`config.mk`:
```
export PLATFORM = sky130hd
export DESIGN_NAME = bpa_ctrl
export DESIGN_NICKNAME = d
export VERILOG_FILES = /design/src/hdl/bpa_pkg.sv /design/src/hdl/bpa_ctrl.sv
export SDC_FILE = /design/constraint.sdc
export NUM_CORES = 1
export LEC_CHECK = 0
export BUFFER_PORTS_ARGS = -buffer_cell sky130_fd_sc_hd__buf_2
export CORE_MARGIN = 2
export CORE_UTILIZATION = 30
export DETAILED_ROUTE_END_ITERATION = 10
export PLACE_DENSITY = 0.48
export SLEW_MARGIN = 25
export SYNTH_ARGS = -nofsm -noshare
export SYNTH_HDL_FRONTEND = slang
export SYNTH_SLANG_ARGS = --single-unit
```
`constraint.sdc`:
```
create_clock -name clk_i -period 4.2 [get_ports clk_i]
set_input_delay 0.84 -clock clk_i [delete_from_list [all_inputs] [get_ports clk_i]]
set_output_delay 0.84 -clock clk_i [all_outputs]
set_load 0.01 [all_outputs]
```
`src/hdl/bpa_pkg.sv`:
```
// Shared types and constants of the buddy page allocator.
// Used by every module of the block but bpa_ram; depends on nothing.
`default_nettype none

package bpa_pkg;

  // Fixed field widths of the request and result transfers.
  localparam int unsigned KIND_W  = 1;
  localparam int unsigned ORDER_W = 4;
  localparam int unsigned PAGE_W  = 12;

  // Free bits are stored in memory words of this many bits.
  localparam int unsigned WORD_AW = 6;
  localparam int unsigned WORD_W  = 1 << WORD_AW;

  localparam logic [KIND_W-1:0] KIND_ALLOC = 1'b0;
  localparam logic [KIND_W-1:0] KIND_FREE  = 1'b1;

  typedef enum logic [1:0] {
    ST_OK        = 2'd0,
    ST_BAD_ORDER = 2'd1,
    ST_NO_MEM    = 2'd2,
    ST_BAD_FREE  = 2'd3
  } bpa_status_e;

  typedef struct packed {
    logic [KIND_W-1:0]  kind;
    logic [ORDER_W-1:0] order;
    logic [PAGE_W-1:0]  block_index;
  } bpa_req_t;

  typedef struct packed {
    logic [1:0]         status;
    logic [PAGE_W-1:0]  page_index;
    logic [ORDER_W-1:0] result_order;
  } bpa_rsp_t;

  typedef enum logic [3:0] {
    DP_NOP,
    DP_LOAD,
    DP_CLR_STEP,
    DP_READ,
    DP_SCAN_NEXT,
    DP_FOUND,
    DP_SPLIT,
    DP_SET_BUDDY,
    DP_FCHK_INIT,
    DP_FCHK_NEXT,
    DP_MERGE_INIT,
    DP_CLR_BUDDY,
    DP_SET_SELF,
    DP_RES_OK,
    DP_RES_ERR
  } bpa_op_e;

  typedef struct packed {
    bpa_op_e     op;
    bpa_status_e err;
  } bpa_cmd_t;

  typedef struct packed {
    logic bad_order;
    logic is_free_req;
    logic bad_free;
    logic m_over;
    logic m_at_ord;
    logic m_at_max;
    logic word_nz;
    logic hit;
    logic row_end;
    logic buddy_free;
    logic clr_last;
    logic out_free;
  } bpa_sts_t;

  typedef enum logic [3:0] {
    S_CLEAR,
    S_IDLE,
    S_DECODE,
    S_A_RD,
    S_A_CHK,
    S_SPLIT,
    S_SPL_RD,
    S_SPL_WR,
    S_F_RD,
    S_F_CHK,
    S_M_TEST,
    S_M_CHK,
    S_M_RD,
    S_M_SET,
    S_OK,
    S_ERR
  } bpa_state_e;

endpackage

`default_nettype wire

```
`src/hdl/bpa_ctrl.sv`:
```
// Controller state machine of the buddy page allocator.
// Uses bpa_pkg; drives the datapath by command and reads its status.
`default_nettype none

module bpa_ctrl import bpa_pkg::*; (
  input  wire logic     clk_i,
  input  wire logic     rst_ni,
  input  wire logic     in_valid_i,
  input  wire bpa_sts_t sts_i,
  output logic          in_ready_o,
  output bpa_cmd_t      cmd_o
);

  bpa_state_e  state_q, state_d;
  bpa_status_e err_q, err_d;

  always_ff @(posedge clk_i or negedge rst_ni) begin
    if (!rst_ni) begin
      state_q <= S_CLEAR;
      err_q   <= ST_OK;
    end else begin
      state_q <= state_d;
      err_q   <= err_d;
    end
  end

  always_comb begin
    state_d    = state_q;
    err_d      = err_q;
    in_ready_o = 1'b0;
    cmd_o.op   = DP_NOP;
    cmd_o.err  = err_q;
    case (state_q)
      S_CLEAR: begin
        cmd_o.op = DP_CLR_STEP;
        if (sts_i.clr_last) begin
          state_d = S_IDLE;
        end
      end
      S_IDLE: begin
        in_ready_o = 1'b1;
        if (in_valid_i) begin
          cmd_o.op = DP_LOAD;
          state_d  = S_DECODE;
        end
      end
      S_DECODE: begin
        if (sts_i.bad_order) begin
          err_d   = ST_BAD_ORDER;
          state_d = S_ERR;
        end else if (!sts_i.is_free_req) begin
          state_d = S_A_RD;
        end else if (sts_i.bad_free) begin
          err_d   = ST_BAD_FREE;
          state_d = S_ERR;
        end else begin
          cmd_o.op = DP_FCHK_INIT;
          state_d  = S_F_RD;
        end
      end
      S_A_RD: begin
        if (sts_i.m_over) begin
          err_d   = ST_NO_MEM;
          state_d = S_ERR;
        end else begin
          cmd_o.op = DP_READ;
          state_d  = S_A_CHK;
        end
      end
      S_A_CHK: begin
        if (sts_i.word_nz) begin
          cmd_o.op = DP_FOUND;
          state_d  = S_SPLIT;
        end else begin
          cmd_o.op = DP_SCAN_NEXT;
          state_d  = S_A_RD;
        end
      end
      S_SPLIT: begin
        if (sts_i.m_at_ord) begin
          state_d = S_OK;
        end else begin
          cmd_o.op = DP_SPLIT;
          state_d  = S_SPL_RD;
        end
      end
      S_SPL_RD: begin
        cmd_o.op = DP_READ;
        state_d  = S_SPL_WR;
      end
      S_SPL_WR: begin
        cmd_o.op = DP_SET_BUDDY;
        state_d  = S_SPLIT;
      end
      S_F_RD: begin
        cmd_o.op = DP_READ;
        state_d  = S_F_CHK;
      end
      S_F_CHK: begin
        if (sts_i.hit) begin
          err_d   = ST_BAD_FREE;
          state_d = S_ERR;
        end else if (sts_i.row_end && sts_i.m_at_max) begin
          cmd_o.op = DP_MERGE_INIT;
          state_d  = S_M_TEST;
        end else begin
          cmd_o.op = DP_FCHK_NEXT;
          state_d  = S_F_RD;
        end
      end
      S_M_TEST: begin
        cmd_o.op = DP_READ;
        state_d  = sts_i.m_at_max ? S_M_SET : S_M_CHK;
      end
      S_M_CHK: begin
        if (sts_i.buddy_free) begin
          cmd_o.op = DP_CLR_BUDDY;
          state_d  = S_M_RD;
        end else begin
          cmd_o.op = DP_SET_SELF;
          state_d  = S_OK;
        end
      end
      S_M_RD: begin
        state_d = S_M_TEST;
      end
      S_M_SET: begin
        cmd_o.op = DP_SET_SELF;
        state_d  = S_OK;
      end
      S_OK: begin
        if (sts_i.out_free) begin
          cmd_o.op = DP_RES_OK;
          state_d  = S_IDLE;
        end
      end
      S_ERR: begin
        if (sts_i.out_free) begin
          cmd_o.op = DP_RES_ERR;
          state_d  = S_IDLE;
        end
      end
      default: begin
        state_d = S_IDLE;
      end
    endcase
  end

endmodule

`default_nettype wire

```
== Yosys cells after proc, flatten, opt, wreduce, memory -nomap -nowiden ==
Index checks and enable logic that the tools add are counted.
Word-level totals
  bits in registers: 6
  input bits: 15
  output and inout port bits: 7
Cells by class
  equal/unequal tests: 22
  mux-type cells: 34
  reductions and logical operators: 7
Operators by type and width (number)
  4-bit one-hot mux with 15 select lines: 1
  4-bit two-way mux: 13
  4-bit one-hot mux with 13 select lines: 1
  4-bit equality test (second input constant): 8
  2-bit two-way mux: 9
  3-bit two-way mux: 6
  4-bit by 3-bit equality test with 1-bit output (second input constant): 4
  4-bit by 2-bit equality test with 1-bit output (second input constant): 2
  2-bit inequality test (second input constant): 4
  3-bit inequality test (second input constant): 2
  2-bit one-hot mux with 3 select lines: 1
  5-bit AND reduction: 1
  4-bit by 1-bit equality test with 1-bit output (second input constant): 1
  4-bit logical NOT: 1
  1-bit two-way mux: 3
  3-bit AND reduction: 1
  3-bit nonzero test: 1
  3-bit OR reduction: 1
  2-bit by 1-bit inequality test with 1-bit output (second input constant): 1
  2-bit OR reduction: 1
  1-bit logical AND: 1

== Logic depth before layout (Yosys ltp) ==
Gate-level depths: netlist of the first run.
  word-level depth: 4
  mapped depth: 6
  depth with buffers taken out: 4

== Least setup slack after synthesis of the first run ==
No wires, ideal clock.
  kind: input-to-output
  start point: in sts_i[8] in the netlist's numbering
  end point: out cmd_o[3] in the netlist's numbering
  arrival time: 1493 ps
  required time: 3360 ps
  slack: 1867 ps
  stages on the path: 4
  path buffers: 0
  cell sequence: nand2b_1 -> o21a_1 -> o22a_1 -> o2111ai_1
RTL lines
  start: declaration: RTL line bpa_ctrl.sv:9  | input wire bpa_sts_t sts_i,
  end: declaration: RTL line bpa_ctrl.sv:11  | output bpa_cmd_t cmd_o

==> impl_metrics.yaml, run 1 <==
outcome:
  outcome: "completed"
power_and_ir_drop:
  switching_power_uw: 324
  switching_share_pct: 53.1
  power.combinational.fraction_pct: 59.4
  vdd_drop_max_mv: 0.332
  power.static_leakage_nw: 0.366
  power.sequential.fraction_pct: 32.2
  p_clk_share_pct: 8.4
  pwr_density_cell_nw_per_um2: 702
  cell_internal_power_uw: 286
  total_power_uw: 610
clock_tree:
  clk-insertion-delay-late_ps: 240
  postCtsSetupRepairBufs: 0
  cts_tree: "done"
  path_clk_slew_ps: 40
  max-clock-path-buffers: 2
  cts.hold.buffers_added: 0
  cts_made_buffers: 3
  numClockSinks: 6
  cts_root_buf: "clkbuf_4"
  post_cts.resized_instances: 0
  h-tree-depth: 1
route:
  first_iter_violations: 26
  drt-pass1-iter-count: 4
  vias_per_cell: 5.73
  antenna_violating_nets_left: 0
  vias: 865
  detail_route.drc_violations: 0
  routedWlPerCell_um: 14.2
  drt_wl_total_um: 2140
finish:
  final_cell_mix: "buf_2, nand2_1, o21ai_1"
  layout_commonest_cell: "buf_2"
  finalNonFillerCells: 151
  fin_area_um2: 868
  finish.net_count: 138
  finish.utilization_pct: 35.4
  antennaDiodeCount: 0
  final_layout_size_suffix_gt1_share_pct: 24.0
  area.growth.synth_to_final_pct: 13.8
logic_synthesis:
  yosysUniqueCellTypes: 42
  postSynth.topFlopCell: "dfrtp_1"
  syn-instance-count: 105
  synth.yosys.warnings: 0
  synthesized_cell_area_um2: 763
  yosys_register_bits: 6
  syn_area_per_cell_um2: 7.27
  ys_async_sr_fraction_pct: 100
  postSynthNetCount: 120
  synth-edff-count: 0
  ys_seq_area_share_pct: 19.7
sta:
  transition_time_of_the_tightest_slew_check_pin_ps: 726
  period_needed_ps: 2780
  min_period_over_period_pct: 66.1
  fin_skew_ps: 2.15
  tns_ps: 0
  rsz0062_at_grt: "false"
  report.final.slew_viol_count: 0
  max_freq_ghz: 0.360
  hold_viol_final: 0
  headroom_to_the_max_slew_limit_pct: 51.6
  count_of_final_setup_violators: 0
grt:
  grt_antenna_before_repair: 0
  grt_use_total_pct: 15.4
  grt_max_degree: 26
  grt_pass1_vias: 763
  globalRoute.totalOverflow: 0
  global_route_wire_length_before_repair_um: 3440
setup_path:
  timing.critical_path.slowest_cell_delay_ps: 790
  worstPathRequired_ps: 3360
  worstSetupEndpointType: "output port"
  cp_num_buf_inv: 1
  path_cells: "and2_1 -> a21oi_1 -> o22a_1 -> o2111ai_1 -> buf_2"
  worst_path_dominant_cell_family: "flip-flops"
  worstPathMaxFanout: 24
  timing.critical_path.arrival_ps: 1940
  slowest_stage: "dfrtp_1"
  setup.worst_path.start_class: "register"
  timing_worst_setup_path_type: "reg -> out"
floorplan:
  dieHeight_um: 54.4
  design.portCount: 22
  design.core.area_um2: 2450
  die_area_um2: 2960
  rows: 18
  initial_utilization_pct: 31.1
  die_width_um: 54.4
placement:
  dpl-instance-area_um2: 846
  port_buffers: 21
  place.detailed.instances: 148
  gpl.final_weighted_congestion: 0.852
  detailedPlacementHpwl_um: 1580
worst_hold_path:
  worst_hold_path_type: "in -> async"
run:
  timing.max_cap.violations: 0
[kinds of logic (layout without fill, tap and decap cells)]
logic type             count (synthesis)  after routing  share of synthesized area (%)
AOI/OAI and AO/OA                     43             43                           37.5
buffers and inverters                 12             28                           9.83
DFF                                    6              6                           19.7
and+or+nand+nor                       44             44                           32.9
[flip-flops by register name (all words and copies together), names as in the netlist]
register and cells:
state_q 4, err_q 2
[worst paths after layout]
check | start | cells past startpoint | slack, ps | endpoint
min in group clk_i | err_q[0]$_DFFE_PN0P_ | 2 | 520 | err_q[0]$_DFFE_PN0P_
worst min-delay path | rst_ni | 1 | 410 | err_q[0]$_DFFE_PN0P_
worst min register to register | err_q[0]$_DFFE_PN0P_ | 2 | 520 | err_q[0]$_DFFE_PN0P_
worst max-delay path | state_q[1]$_DFFE_PN0P_ | 5 | 1420 | cmd_o[3]
max in group asynchronous | rst_ni | 1 | 3650 | state_q[0]$_DFFE_PN0P_
worst max register to register | state_q[0]$_DFFE_PN0P_ | 3 | 2420 | state_q[1]$_DFFE_PN0P_
[metal layers]
layer  share of wire, %  GRT usage, %
met2                 44          24.1
met3                6.8          3.55
met4               0.37          2.50
met5                  0             0
met1                 48          21.7
[power groups by stage]
stage / Sequential (mW) / Combinational [mW] / Clock [mW]
global route: 0.208 / 0.413 / 0.0571
detailed placement: 0.195 / 0.365 / 0
CTS: 0.194 / 0.366 / 0.0538
finish: 0.196 / 0.362 / 0.0511
floorplan: 0.110 / 0.371 / 0
global placement: 0.196 / 0.366 / 0
[per-stage QoR]
step / hold slack, ps / worst slack, ps
global placement: 508 / 1570
floorplan: 544 / 1870
finish: 413 / 1420
CTS: 414 / 1430
detailed placement: 520 / 1560
global route: 418 / 1240
[synthesized netlist by cell type (3+ instances only)]
cell	instances	area share [%]
nand2_1	12	5.9
nor2b_1	3	2.5
inv_2	3	1.5
dfrtp_1	6	20
nand2b_1	4	3.3
buf_2	3	2.0
o21ai_0	4	2.6
buf_4	3	3.0
o21a_1	3	3.0
nand3_1	3	2.0
a31oi_1	5	4.1
o21ai_1	7	4.6
nor2_1	6	3.0
a21oi_1	6	3.9
and2_1	3	2.5
[layout make-up]
type	instances	area (um2)
clock buffers	3	22.5
fillers	277	1590
inverters	4	15.0
multi-input cells	87	538
flip-flops and latches	6	150
well taps	30	37.5
repair buffers	21	105
Power figures use the tool's default switching activity.
==> inputs of run 2 (changes only) <==
--- a/config.mk
+++ b/config.mk
@@ -9,7 +9,7 @@
 export CORE_MARGIN = 2
 export CORE_UTILIZATION = 30
 export DETAILED_ROUTE_END_ITERATION = 10
-export PLACE_DENSITY = 0.48
+export PLACE_DENSITY = 0.5
 export SLEW_MARGIN = 25
 export SYNTH_ARGS = -nofsm -noshare
 export SYNTH_HDL_FRONTEND = slang
==> constraint.sdc (replaced) <==
create_clock -name clk_i -period 2.4 [get_ports clk_i]
set_input_delay 0.48 -clock clk_i [delete_from_list [all_inputs] [get_ports clk_i]]
set_output_delay 0.48 -clock clk_i [all_outputs]
set_load 0.01 [all_outputs]
==> impl_metrics.yaml, run 2 (synthesis results as in run 1) <==
outcome:
  outcome: "completed"
finish:
  largest-register: "state_q"
  top_regs: "state_q (4), err_q (2)"
  antennaDiodeCount: 0
  layout.filler_cells: 270
  area.growth.synth_to_final_pct: 19.8
  final_layout_size_suffix_gt1_share_pct: 28.3
  final_cell_mix: "buf_2, nand2_1, o21ai_1"
  finish.utilization_pct: 37.3
  finish.net_count: 144
  largest_register_ffs: 4
  layout_commonest_cell: "buf_2"
sta:
  period_needed_ps: 2170
  headroom_to_the_max_slew_limit_pct: 68.0
  hold_viol_final: 0
  minimum_hold_slack_ps: 40.8
  setup_ws_ps: 229
  min_period_over_period_pct: 90.5
  max_freq_ghz: 0.461
  fin_skew_ps: 9.08
  count_of_final_setup_violators: 0
  rsz0062_at_grt: "false"
  tns_ps: 0
  transition_time_of_the_tightest_slew_check_pin_ps: 480
  report.final.slew_viol_count: 0
setup_path:
  r2r.worst_path.cells: 5
  worstPathRequired_ps: 1920
  worstPathMaxFanout: 12
  worstSetupEndpointType: "output port"
  timing_worst_setup_path_type: "reg -> out"
  setup.worst_path.start_class: "register"
  slowest_stage: "dfrtp_1"
  regToRegEndpoint: "err_q[1]$_DFFE_PN0P_"
  timing.critical_path.arrival_ps: 1690
  cp_num_buf_inv: 1
  worst_path_dominant_cell_family: "flip-flops"
  reg2reg_setup_slack_ps: 740
  timing.critical_path.slowest_cell_delay_ps: 580
  critical_path.reg2reg.startpoint: "state_q[1]$_DFFE_PN0P_"
  path_cells: "and2_1 -> a21oi_1 -> o22a_1 -> o2111ai_1 -> buf_2"
floorplan:
  dieHeight_um: 54.4
  rows: 18
  die_width_um: 54.4
  die_area_um2: 2960
  initial_utilization_pct: 31.1
  design.core.area_um2: 2450
  design.portCount: 22
route:
  vias_per_cell: 5.85
  drt_wl_total_um: 2310
  vias: 919
  routedWlPerCell_um: 14.7
  detail_route.drc_violations: 0
  antenna_violating_nets_left: 0
  first_iter_violations: 50
  drt-pass1-iter-count: 4
power_and_ir_drop:
  cell_internal_power_uw: 557
  switching_power_uw: 598
  pwr_density_cell_nw_per_um2: 1260
  power.static_leakage_nw: 0.393
  p_clk_share_pct: 8.3
  vdd_drop_max_mv: 0.638
  power.sequential.fraction_pct: 24.3
  power.combinational.fraction_pct: 67.4
  switching_share_pct: 51.8
  total_power_mw: 1.15
clock_tree:
  cts.hold.buffers_added: 0
  numClockSinks: 6
  path_clk_slew_ps: 50
  max-clock-path-buffers: 2
  cts_made_buffers: 3
  clk-insertion-delay-late_ps: 250
  h-tree-depth: 1
  cts_tree: "done"
  postCtsSetupRepairBufs: 0
  cts_root_buf: "clkbuf_4"
  post_cts.resized_instances: 0
run:
  timing.max_cap.violations: 0
grt:
  globalRoute.totalOverflow: 0
  grt_antenna_before_repair: 0
  global_route_wire_length_before_repair_um: 3740
  grt_pass1_vias: 892
  grt_max_degree: 20
  grt_use_total_pct: 17.1
placement:
  detailedPlacementHpwl_um: 1770
  gpl.final_weighted_congestion: 0.896
  dpl_worst_slack_ps: 407
  port_buffers: 21
worst_hold_path:
  worst_hold_path_type: "in -> async"
==> run 2: worst max path at each step <==
stage,startpoint,end,slack [ps],cells past startpoint
floorplan,state_q[2]$_DFFE_PN0P_,cmd_o[2],720,5
global placement,state_q[0]$_DFFE_PN0P_,cmd_o[3],420,5
detailed placement,state_q[0]$_DFFE_PN0P_,cmd_o[3],410,5
CTS,state_q[0]$_DFFE_PN0P_,cmd_o[3],140,5
global route,state_q[2]$_DFFE_PN0P_,cmd_o[4],60,6
finish,state_q[1]$_DFFE_PN0P_,cmd_o[3],230,5
==> run 2: per-layer routing <==
| layer | vias to the layer above | track usage, % | wire length, um |
|---|---|---|---|
| li1 | 442 | - | - |
| met4 | 0 | 6.25 | 19 |
| met2 | 53 | 27.7 | 1100 |
| met1 | 420 | 21.8 | 1020 |
| met3 | 4 | 4.10 | 163 |
| met5 | - | 0 | 0 |
==> run 2: final cells by class <==
cell class	count	area, um2	area share, %
inverters	4	15.0	1.64
clock buffers	3	22.5	2.46
multi-input cells	87	538	58.8
repair buffers	27	150	16.4
flip-flops and latches	6	151	16.6
well taps	30	37.5	4.10
==> run 2: metrics by stage <==
stage | cell area, um2 | cells
6_report | 915 | 157
3_5_place_dp | 891 | 154
2_1_floorplan | 763 | 105
4_1_cts | 913 | 157
5_1_grt | 915 | 157
3_3_place_gp | 891 | 154
==> run 2: power groups by stage <==
stage / registers [mW] / clock network, mW / logic [mW]
after floorplan: 0.193 / 0 / 0.650
after global routing: 0.295 / 0.104 / 0.869
after global placement: 0.280 / 0 / 0.784
after CTS: 0.277 / 0.0979 / 0.772
after detailed placement: 0.278 / 0 / 0.771
final: 0.281 / 0.0953 / 0.778
==> inputs of run 3 (changes only) <==
--- a/config.mk
+++ b/config.mk
@@ -5,7 +5,7 @@
 export SDC_FILE = /design/constraint.sdc
 export NUM_CORES = 1
 export LEC_CHECK = 0
-export BUFFER_PORTS_ARGS = -buffer_cell sky130_fd_sc_hd__buf_2
+export BUFFER_PORTS_ARGS = -buffer_cell sky130_fd_sc_hd__clkbuf_2
 export CORE_MARGIN = 2
 export CORE_UTILIZATION = 30
 export DETAILED_ROUTE_END_ITERATION = 10
==> impl_metrics.yaml, run 3 (synthesis results as in run 1) <==
route:
  routedWlPerCell_um: 13.9
  route.layer.met1.wl_um: 994
  detail_route.drc_violations: 0
  highest_layer: "met3"
  vias: 896
  vias_per_cell: 5.74
  drt_wl_total_um: 2170
  first_iter_violations: 54
  dr_wl_met3_um: 180
  detailroute.wirelength.met2_um: 996
  drt-pass1-iter-count: 4
  antenna_violating_nets_left: 0
setup_path:
  worst_path_dominant_cell_family: "flip-flops"
  timing.critical_path.arrival_ps: 1750
  timing.critical_path.from: "state_q[1]$_DFFE_PN0P_"
  worstPathMaxFanout: 18
  timing.critical_path.slowest_cell_delay_ps: 650
  regToRegEndpoint: "state_q[1]$_DFFE_PN0P_"
  cp_num_buf_inv: 1
  worstPathRequired_ps: 1920
  r2r.worst_path.cells: 3
  worstSetupEndpointType: "output port"
  path_cells: "and2_1 -> a21oi_1 -> o22a_1 -> o2111ai_1 -> clkbuf_2"
  slowest_stage: "dfrtp_1"
  endpoint: "cmd_o[3]"
  crit_path_depth: 5
  reg2reg_setup_slack_ps: 750
  setup.worst_path.start_class: "register"
  timing_worst_setup_path_type: "reg -> out"
  critical_path.reg2reg.startpoint: "state_q[1]$_DFFE_PN0P_"
clock_tree:
  cts_root_buf: "clkbuf_4"
  max-clock-path-buffers: 2
  postCtsSetupRepairBufs: 0
  clk-insertion-delay-late_ps: 240
  numClockSinks: 6
  cts_tree: "done"
  h-tree-depth: 1
  cts.hold.buffers_added: 0
  path_clk_slew_ps: 40
  cts_made_buffers: 3
  post_cts.resized_instances: 0
floorplan:
  die_area_um2: 2960
  rows: 18
  die_width_um: 54.4
  design.portCount: 22
  dieHeight_um: 54.4
  initial_utilization_pct: 31.1
  design.core.area_um2: 2450
grt:
  global_route_wire_length_before_repair_um: 3660
  grt_antenna_before_repair: 0
  globalRoute.totalOverflow: 0
  grt_pass1_vias: 811
  grt_use_total_pct: 17.1
  grt_max_degree: 19
finish:
  layout_commonest_cell: "clkbuf_2"
  antennaDiodeCount: 0
  layout.filler_cells: 275
  finish.utilization_pct: 36.9
  final_cell_mix: "clkbuf_2, nand2_1, o21ai_1"
  area.sequential_um2: 150
  final_layout_size_suffix_gt1_share_pct: 27.0
  finish.net_count: 143
  largest-register: "state_q"
  multi_input_comb_area_um2: 538
  area.growth.synth_to_final_pct: 18.7
  largest_register_ffs: 4
  fin_area_um2: 906
  top_regs: "state_q (4), err_q (2)"
placement:
  dpl-instance-area_um2: 883
  gpl.final_weighted_congestion: 0.872
  dpl_worst_slack_ps: 434
  detailedPlacementHpwl_um: 1740
  port_buffers: 21
sta:
  rsz0062_at_grt: "false"
  hold_viol_final: 0
  count_of_final_setup_violators: 0
  report.final.slew_viol_count: 0
  tns_ps: 0
  fin_skew_ps: 3.21
  period_needed_ps: 2230
  setup_ws_ps: 173
  minimum_hold_slack_ps: 53.3
  headroom_to_the_max_slew_limit_pct: 64.9
  max_freq_ghz: 0.449
  transition_time_of_the_tightest_slew_check_pin_ps: 526
  min_period_over_period_pct: 92.8
power_and_ir_drop:
  pwr_density_cell_nw_per_um2: 1250
  vdd_drop_max_mv: 0.746
  power.static_leakage_nw: 0.391
run:
  timing.max_cap.violations: 0
worst_hold_path:
  worst_hold_path_type: "in -> async"
outcome:
  outcome: "completed"
-- run 3: how the worst min path moves through the flow --
stage                start                      to  slack [ps]  cells after the start
floorplan           rst_ni    err_q[0]$_DFFE_PN0P_         180                      0
CTS                 rst_ni  state_q[0]$_DFFE_PN0P_          50                      1
global route        rst_ni  state_q[3]$_DFFE_PN0P_          40                      1
finish              rst_ni  state_q[3]$_DFFE_PN0P_          50                      1
global placement    rst_ni  state_q[2]$_DFFE_PN0P_         310                      1
detailed placement  rst_ni    err_q[0]$_DFFE_PN0P_         310                      1
-- run 3: through the flow --
step                cells  total power [mW]
floorplan             105             0.842
global placement      153              1.06
detailed placement    153              1.04
CTS                   156              1.14
global route          156              1.26
finish                156              1.13
-- run 3: final cells by class --
cell class	count	share of cell area [%]
clock buffer	3	2.49
multi-input combinational	87	59.4
timing repair buffer	26	15.7
inverter	4	1.66
tap	30	4.14
sequential	6	16.6
-- run 3: layer usage --
layer  track usage, %  up-vias
met4             5.00        0
met5                0        -
met2             25.7       37
met1             24.8      418
met3             3.01        0
li1                 -      441
-- run 3: power by group --
| group | switching (mW) | total [mW] | internal (mW) |
|---|---|---|---|
| Combinational | 0.410 | 0.753 | 0.343 |
| Sequential | 0.142 | 0.289 | 0.148 |
| Clock | 0.0337 | 0.0901 | 0.0564 |
| Total | 0.585 | 1.13 | 0.547 |
